File: src/hdl/slid_pkg.sv
// shared types and codes for the sorted list insert/delete unit
`timescale 1ns / 1ps
package slid_pkg;

	// command codes
	localparam logic [1:0] CMD_INSERT = 2'd0;
	localparam logic [1:0] CMD_DELETE = 2'd1;
	localparam logic [1:0] CMD_READ   = 2'd2;

	// result status codes
	localparam logic [1:0] ST_OK       = 2'd0;
	localparam logic [1:0] ST_FULL     = 2'd1;
	localparam logic [1:0] ST_NOTFOUND = 2'd2;
	localparam logic [1:0] ST_EMPTY    = 2'd3;

	// depth of the queue between front and back
	localparam int QUEUE_DEPTH = 2;

	// input beat
	typedef struct packed {
		logic [1:0]         cmd;
		logic signed [31:0] key_value;
	} in_t;

	// result beat
	typedef struct packed {
		logic signed [31:0] entry_value;
		logic [1:0]         status;
		logic               last;
	} out_t;

	// classified operation held in the queue
	typedef struct packed {
		logic [1:0]         cmd;
		logic signed [31:0] key;
	} op_t;

	// queue fill status seen by front and back
	typedef struct packed {
		logic full;
		logic empty;
	} q_stat_t;

endpackage

File: src/hdl/sorted_list_insert_delete_unit.sv
// top level of the sorted list insert/delete unit
//
//  channel   | handshake      | payload          | beat taken when
//  ----------+----------------+------------------+--------------------------
//  command   | start / busy   | item   (in_t)    | start high and busy low
//  result    | strobe         | result (out_t)   | every cycle strobe is high
//
// inserts and deletes update the cell row; one goes in per cycle while busy is low.
// a read-out holds the cell row while it gives one result beat per stored entry.
// a command passes the front stage, the op queue and the result register in turn.
// busy rises only while a read-out holds the cell row and the op queue has filled.
// arst_n clears the count, queue and sequencer; there is no clearing pass.
// results cannot be stalled: each beat is shown for one cycle only.
`timescale 1ns / 1ps
module sorted_list_insert_delete_unit import slid_pkg::*; #(
	parameter int CAPACITY = 16
) (
	input  logic clk,
	input  logic arst_n,
	input  logic start,
	output logic busy,
	input  in_t  item,
	output logic strobe,
	output out_t result
);

	q_stat_t q_stat;
	logic    push;
	op_t     push_op;
	logic    pop;
	op_t     pop_op;

	// accept and classify
	slid_front u_front (
		.clk     (clk),
		.arst_n  (arst_n),
		.start   (start),
		.busy    (busy),
		.item    (item),
		.q_stat  (q_stat),
		.push    (push),
		.push_op (push_op)
	);

	// decoupling queue
	slid_queue u_queue (
		.clk     (clk),
		.arst_n  (arst_n),
		.push    (push),
		.push_op (push_op),
		.pop     (pop),
		.pop_op  (pop_op),
		.q_stat  (q_stat)
	);

	// cell row and read-out
	slid_cells #(
		.CAPACITY (CAPACITY)
	) u_cells (
		.clk    (clk),
		.arst_n (arst_n),
		.q_stat (q_stat),
		.pop_op (pop_op),
		.pop    (pop),
		.strobe (strobe),
		.result (result)
	);

endmodule

File: src/hdl/slid_front.sv
// front end: accepts input beats, drops unused commands, feeds the queue
`timescale 1ns / 1ps
module slid_front import slid_pkg::*; (
	input  logic    clk,
	input  logic    arst_n,
	input  logic    start,
	output logic    busy,
	input  in_t     item,
	input  q_stat_t q_stat,
	output logic    push,
	output op_t     push_op
);

	logic valid_s1;
	op_t  op_s1;
	logic accept;
	logic cmd_known;

	// hand the held op over whenever the queue has room
	assign push    = valid_s1 && !q_stat.full;
	assign push_op = op_s1;
	assign busy    = valid_s1 && q_stat.full;
	assign accept  = start && !busy;

	// classify: only insert, delete and read-out go on
	assign cmd_known = (item.cmd == CMD_INSERT) || (item.cmd == CMD_DELETE) ||
		(item.cmd == CMD_READ);

	// stage valid
	always_ff @(posedge clk or negedge arst_n) begin
		if (!arst_n) begin
			valid_s1 <= 1'b0;
		end else if (accept) begin
			valid_s1 <= cmd_known;
		end else if (push) begin
			valid_s1 <= 1'b0;
		end
	end

	// stage payload
	always_ff @(posedge clk) begin
		if (accept) begin
			op_s1.cmd <= item.cmd;
			op_s1.key <= item.key_value;
		end
	end

endmodule

File: src/hdl/slid_queue.sv
// short op queue between front end and cell array
`timescale 1ns / 1ps
module slid_queue import slid_pkg::*; (
	input  logic    clk,
	input  logic    arst_n,
	input  logic    push,
	input  op_t     push_op,
	input  logic    pop,
	output op_t     pop_op,
	output q_stat_t q_stat
);

	localparam int PW = (QUEUE_DEPTH > 1) ? $clog2(QUEUE_DEPTH) : 1;
	localparam int FW = $clog2(QUEUE_DEPTH + 1);

	op_t           mem_q [QUEUE_DEPTH];
	logic [PW-1:0] wr_ptr_q;
	logic [PW-1:0] rd_ptr_q;
	logic [FW-1:0] fill_q;

	assign pop_op       = mem_q[rd_ptr_q];
	assign q_stat.full  = (fill_q == FW'(QUEUE_DEPTH));
	assign q_stat.empty = (fill_q == '0);

	// storage
	always_ff @(posedge clk) begin
		if (push) begin
			mem_q[wr_ptr_q] <= push_op;
		end
	end

	// pointers and fill level
	always_ff @(posedge clk or negedge arst_n) begin
		if (!arst_n) begin
			wr_ptr_q <= '0;
			rd_ptr_q <= '0;
			fill_q   <= '0;
		end else begin
			if (push) begin
				wr_ptr_q <= (wr_ptr_q == PW'(QUEUE_DEPTH - 1)) ? '0 : wr_ptr_q + 1'b1;
			end
			if (pop) begin
				rd_ptr_q <= (rd_ptr_q == PW'(QUEUE_DEPTH - 1)) ? '0 : rd_ptr_q + 1'b1;
			end
			if (push && !pop) begin
				fill_q <= fill_q + 1'b1;
			end else if (pop && !push) begin
				fill_q <= fill_q - 1'b1;
			end
		end
	end

endmodule

File: src/hdl/slid_cells.sv
// back end: row of compare-and-shift cells plus read-out sequencer
`timescale 1ns / 1ps
module slid_cells import slid_pkg::*; #(
	parameter int CAPACITY = 16
) (
	input  logic    clk,
	input  logic    arst_n,
	input  q_stat_t q_stat,
	input  op_t     pop_op,
	output logic    pop,
	output logic    strobe,
	output out_t    result
);

	localparam int CW = $clog2(CAPACITY + 1);

	localparam logic S_IDLE = 1'b0;
	localparam logic S_READ = 1'b1;

	logic signed [31:0] entry_q [CAPACITY];
	logic [CW-1:0]      count_q;
	logic               state_q;
	logic [CW-1:0]      rd_idx_q;
	logic               strobe_q;
	out_t               result_q;

	logic [CAPACITY-1:0] in_use;
	logic [CAPACITY-1:0] le;
	logic [CAPACITY-1:0] eq;
	logic [CAPACITY-1:0] ge;
	logic signed [31:0]  prev_w [CAPACITY];
	logic signed [31:0]  next_w [CAPACITY];
	logic                found;
	logic                is_full;
	logic                is_empty;
	logic [CW-1:0]       last_idx;
	logic                rd_last;
	logic                do_ins;
	logic                do_del;
	logic                do_rot;
	logic                strobe_d;
	out_t                result_d;

	assign pop      = (state_q == S_IDLE) && !q_stat.empty;
	assign is_full  = (count_q == CW'(CAPACITY));
	assign is_empty = (count_q == '0);
	assign last_idx = count_q - 1'b1;
	assign rd_last  = (rd_idx_q == last_idx);
	assign found    = |eq;

	assign do_ins = pop && (pop_op.cmd == CMD_INSERT) && !is_full;
	assign do_del = pop && (pop_op.cmd == CMD_DELETE) && found;
	assign do_rot = (state_q == S_READ);

	// per-cell compare flags and neighbor taps
	for (genvar i = 0; i < CAPACITY; i++) begin : g_flag
		assign in_use[i] = (CW'(i) < count_q);
		assign le[i]     = in_use[i] && (entry_q[i] <= pop_op.key);
		assign eq[i]     = in_use[i] && (entry_q[i] == pop_op.key);
		assign ge[i]     = (entry_q[i] >= pop_op.key);
		if (i == 0) begin : g_first
			assign prev_w[i] = pop_op.key;
		end else begin : g_mid
			// a new key lands right after the last entry not above it
			assign prev_w[i] = le[i-1] ? pop_op.key : entry_q[i-1];
		end
		if (i == CAPACITY - 1) begin : g_top
			assign next_w[i] = entry_q[i];
		end else begin : g_low
			assign next_w[i] = entry_q[i+1];
		end
	end

	// cell update: insert shifts up, delete closes the gap, read-out rotates
	for (genvar i = 0; i < CAPACITY; i++) begin : g_cell
		always_ff @(posedge clk) begin
			if (do_ins) begin
				if (!le[i]) begin
					entry_q[i] <= prev_w[i];
				end
			end else if (do_del) begin
				if (ge[i]) begin
					entry_q[i] <= next_w[i];
				end
			end else if (do_rot) begin
				if (CW'(i) == last_idx) begin
					entry_q[i] <= entry_q[0];
				end else if (CW'(i) < last_idx) begin
					entry_q[i] <= next_w[i];
				end
			end
		end
	end

	// result for the current op or read-out step
	always_comb begin
		strobe_d = 1'b0;
		result_d = '{entry_value: pop_op.key, status: ST_OK, last: 1'b1};
		if (do_rot) begin
			strobe_d = 1'b1;
			result_d = '{entry_value: entry_q[0], status: ST_OK, last: rd_last};
		end else if (pop) begin
			case (pop_op.cmd)
				CMD_INSERT: begin
					strobe_d = 1'b1;
					result_d.status = is_full ? ST_FULL : ST_OK;
				end
				CMD_DELETE: begin
					strobe_d = 1'b1;
					if (is_empty) begin
						result_d.status = ST_EMPTY;
					end else if (!found) begin
						result_d.status = ST_NOTFOUND;
					end
				end
				CMD_READ: begin
					if (is_empty) begin
						strobe_d = 1'b1;
						result_d = '{entry_value: '0, status: ST_EMPTY, last: 1'b1};
					end
				end
				default: begin
					strobe_d = 1'b0;
				end
			endcase
		end
	end

	// count, sequencer and output strobe
	always_ff @(posedge clk or negedge arst_n) begin
		if (!arst_n) begin
			count_q  <= '0;
			state_q  <= S_IDLE;
			rd_idx_q <= '0;
			strobe_q <= 1'b0;
		end else begin
			strobe_q <= strobe_d;
			if (do_ins) begin
				count_q <= count_q + 1'b1;
			end else if (do_del) begin
				count_q <= count_q - 1'b1;
			end
			case (state_q)
				S_IDLE: begin
					if (pop && (pop_op.cmd == CMD_READ) && !is_empty) begin
						state_q  <= S_READ;
						rd_idx_q <= '0;
					end
				end
				S_READ: begin
					rd_idx_q <= rd_idx_q + 1'b1;
					if (rd_last) begin
						state_q <= S_IDLE;
					end
				end
				default: begin
					state_q <= S_IDLE;
				end
			endcase
		end
	end

	// output payload
	always_ff @(posedge clk) begin
		if (strobe_d) begin
			result_q <= result_d;
		end
	end

	assign strobe = strobe_q;
	assign result = result_q;

endmodule

File: config.mk
export PLATFORM = sky130hd
export DESIGN_NAME = sorted_list_insert_delete_unit
export DESIGN_NICKNAME = d
export VERILOG_FILES = /design/src/hdl/slid_pkg.sv /design/src/hdl/sorted_list_insert_delete_unit.sv /design/src/hdl/slid_front.sv /design/src/hdl/slid_queue.sv /design/src/hdl/slid_cells.sv
export SDC_FILE = /design/constraint.sdc
export NUM_CORES = 2
export LEC_CHECK = 0
export ABC_CLOCK_PERIOD_IN_PS = 7400
export BUFFER_PORTS_ARGS = -buffer_cell sky130_fd_sc_hd__buf_2
export CORE_ASPECT_RATIO = 0.75
export CORE_MARGIN = 2
export CORE_UTILIZATION = 50
export DETAILED_ROUTE_END_ITERATION = 10
export GPL_TIMING_DRIVEN = 0
export PLACE_DENSITY = 0.66
export SLEW_MARGIN = 10
export SYNTH_ARGS = -nofsm -noshare
export SYNTH_HDL_FRONTEND = slang
export SYNTH_HIERARCHICAL = 1
export SYNTH_SLANG_ARGS = --single-unit
File: constraint.sdc
create_clock -name clk -period 7.4 [get_ports clk]
set_clock_uncertainty 0.05 [all_clocks]
set_input_delay 1.48 -clock clk [delete_from_list [all_inputs] [get_ports clk]]
set_output_delay 1.48 -clock clk [all_outputs]
set_load 0.02 [all_outputs]
==> flow_metrics.env <==
export IMPL_final_area_mm2=0.0532
export IMPL_ys_flop_type="edfxtp_1"
export IMPL_synth_cell_types=96
export IMPL_violations="capacitance limit, slew limit"
export IMPL_dpl_cell_area_mm2=0.0504
export IMPL_critical_path_max_stage_delay_ns=0.68
export IMPL_start_util=0.504
export IMPL_layout_nets=5432
export IMPL_setup_tns_ns=0
export IMPL_synthTopCellsByCount="edfxtp_1, ha_1, a21oi_1"
export IMPL_ant_nets=0
export IMPL_die_area_mm2=0.0984
export IMPL_grt_pass1_vias=40700
export IMPL_register_area_mm2=0.0199
export IMPL_rsz0062_at_grt="no"
export IMPL_finish_utilization=0.559
export IMPL_setup_viol=0
export IMPL_synth_seq_area_share=0.415
export IMPL_hold_class="reg -> reg"
export IMPL_clkSinkCount=666
export IMPL_synth_nets=5230
export IMPL_synth_area_mm2=0.0479
export IMPL_criticalPathCategory="reg -> reg"
export IMPL_wl_um=207000
export IMPL_finalCriticalPeriod_ns=7.33
export IMPL_grt_pass1_wl_um=290000
export IMPL_place_gp_congestion=1.06
export IMPL_r2r_slack_ns=0.07
export IMPL_clk_latency_ns=0.67
export IMPL_finalHoldViolCount=0
export IMPL_ys_async_sr_fraction=0.0255
export IMPL_reg2reg_from="u_queue/rd_ptr_q"
export IMPL_worstSetupPathDepth=18
export IMPL_path_delay_family="buffers and inverters"
export IMPL_root_buffer="clkbuf_16"
export IMPL_cp_cell_sequence="buf_6 > buf_12 > mux2_4 > clkbuf_1 > clkinvlp_4 > buf_4 > ha_1 > nand4_1 > nor4b_2 > nand4_1 > o2111ai_1 > and4bb_2 > a21o_2 > o21ai_1 > buf_2 > nand3b_1 > buf_8 > buf_8"
export IMPL_crit_path_end="u_cells/entry_q[1][173]"
export IMPL_drt_initial_drc_count=7058
export IMPL_fin_crit_sh=0.990
export IMPL_cts_tree="built"
export IMPL_clockBufferDepth=3
export IMPL_path_buf_inv=8
export IMPL_ctsHoldBuffers=0
export IMPL_fp_row_count=98
export IMPL_port_buffers=73
export IMPL_antenna_found_initial=4
export IMPL_grt_usage=0.410
export IMPL_synth_seq_cells=666
export IMPL_wl_per_cell_um=33.5
export IMPL_fmax_mhz=136
export IMPL_grt_max_degree=33
export IMPL_drcViolationCount=0
export IMPL_ys_warn_count=6
export IMPL_clkSlewWorstSetupHoldPaths_ns=0.07
export IMPL_slew_violations=4
export IMPL_critPathMaxFanout=16
export IMPL_worstPathRequired_ns=7.69
export IMPL_crit_path_start="u_queue/rd_ptr_q"
export IMPL_cts_buffers=75
export IMPL_synth_cells=4674
export IMPL_die_w_um=362
export IMPL_slowest_stage="nor4b_2"
export IMPL_overflow=0
export IMPL_outcome="complete, but fails checks"
export IMPL_drv_cap=1
export IMPL_synthTopCellsByArea="edfxtp_1, ha_1, mux2i_1"
export IMPL_pin_count=74
export IMPL_core_mm2=0.0952
export IMPL_synth_top_cell_by_area="edfxtp_1"
export IMPL_multiInputGateArea_mm2=0.0261
export IMPL_worst_slew_pin_slew_ns=1.59
export IMPL_viasPerCell=7.04
export IMPL_r2r_cells=18
export IMPL_avgSynthCellArea_um2=10.3
export IMPL_fill_cells=8478
export IMPL_dr_pass1_iters=8
export IMPL_die_y_um=272
export IMPL_h_tree_depth=3
export IMPL_num_vias=43500
export IMPL_dpl_hpwl_um=169000
export IMPL_yosysMostFrequentCell="edfxtp_1"
export IMPL_syn2layout_area_growth_pct=10.9
export IMPL_synth_edf_count=649
export IMPL_reg2reg_to="u_cells/entry_q[1][173]"
export IMPL_cp_arrival_ns=7.62
export IMPL_drive_gt1_frac=0.111
export IMPL_synth_top_area_frac=0.407
export IMPL_max_slew_margin=-0.0664
export IMPL_cp_start_kind="flop"
export IMPL_worst_setup_path_end_kind="flop"
## cells by family after synthesis
family                     Yosys count  share of synthesized area
AOI/OAI and AO/OA                 1567                      0.214
and+or+nand+nor                   1021                      0.104
DFF                                666                      0.415
adders and majority gates          520                      0.136
buffers and inverters              501                     0.0437
muxes                              378                     0.0840
xor gates and xnor gates            21                    0.00415
## worst min path at each step
stage | start | to | slack (ns) | cells after the start
2_1_floorplan | u_front/push_op[0] | u_queue/mem_q[0][0] | 0.37 | 0
3_3_place_gp | u_front/push_op[33] | u_queue/mem_q[0][33] | 0.37 | 0
3_5_place_dp | u_front/push_op[14] | u_queue/mem_q[0][14] | 0.38 | 0
4_1_cts | u_front/push_op[27] | u_queue/mem_q[0][27] | 0.39 | 0
5_1_grt | u_front/push_op[27] | u_queue/mem_q[1][27] | 0.40 | 0
6_report | u_front/push_op[27] | u_queue/mem_q[0][27] | 0.39 | 0
## cells in the final DEF (no fill, tap or decap), drive strengths merged, types with 169 or more instances in the layout
master,n
ha,519
edfxtp,649
clkbuf,316
a21oi,433
buf,232
mux2i,272
nand2,204
o21ai,340
inv,169
nor2,349
## metrics by stage
step	setup slack [ns]	std cells	hold slack, ns
finish	0.0705	6186	0.391
global route	0.0840	6185	0.397
CTS	0.0872	6157	0.394
detailed placement	-0.392	6015	0.382
global placement	-2.56	5997	0.374
floorplan	1.32	4674	0.371
## final cells by class
type                            instances  share of cell area
Clock inverter                         42             0.00967
Clock buffer                           94              0.0374
Buffer                                329              0.0273
Multi-Input combinational cell       3507               0.490
Timing Repair Buffer                  125              0.0187
Tap cell                             1250              0.0294
Sequential cell                       666               0.375
Antenna cell                            1           0.0000471
Inverter                              172              0.0126
## flip-flops by register name (all words and copies together) (netlist names)
signal            flops
u_cells/result       35
u_front/push_op      34
u_front/valid_s1      1
u_cells/entry_q     512
u_queue/rd_ptr_q      1
u_cells/do_rot        1
u_cells/rd_idx_q      5
u_cells/strobe        1
u_cells/count_q       5
u_queue/mem_q        68
u_queue/wr_ptr_q      1
u_queue/fill_q        2
## repair_timing
action	in CTS	in global routing
setup endpoints to repair	64	113
setup buffers	6	28
resized for setup	2	5
## layer usage
layer / share of wire / track usage / vias up
met4: 0.048 / 0.175 / 2
met3: 0.15 / 0.124 / 416
met2: 0.39 / 0.567 / 3246
met5: 0.000068 / 0 / -
met1: 0.41 / 0.592 / 21200
li1: - / - / 18700
Power is left out: the tool's default activity adds up to more than one toggle a clock period on the data nets, which glitch-free logic cannot reach.
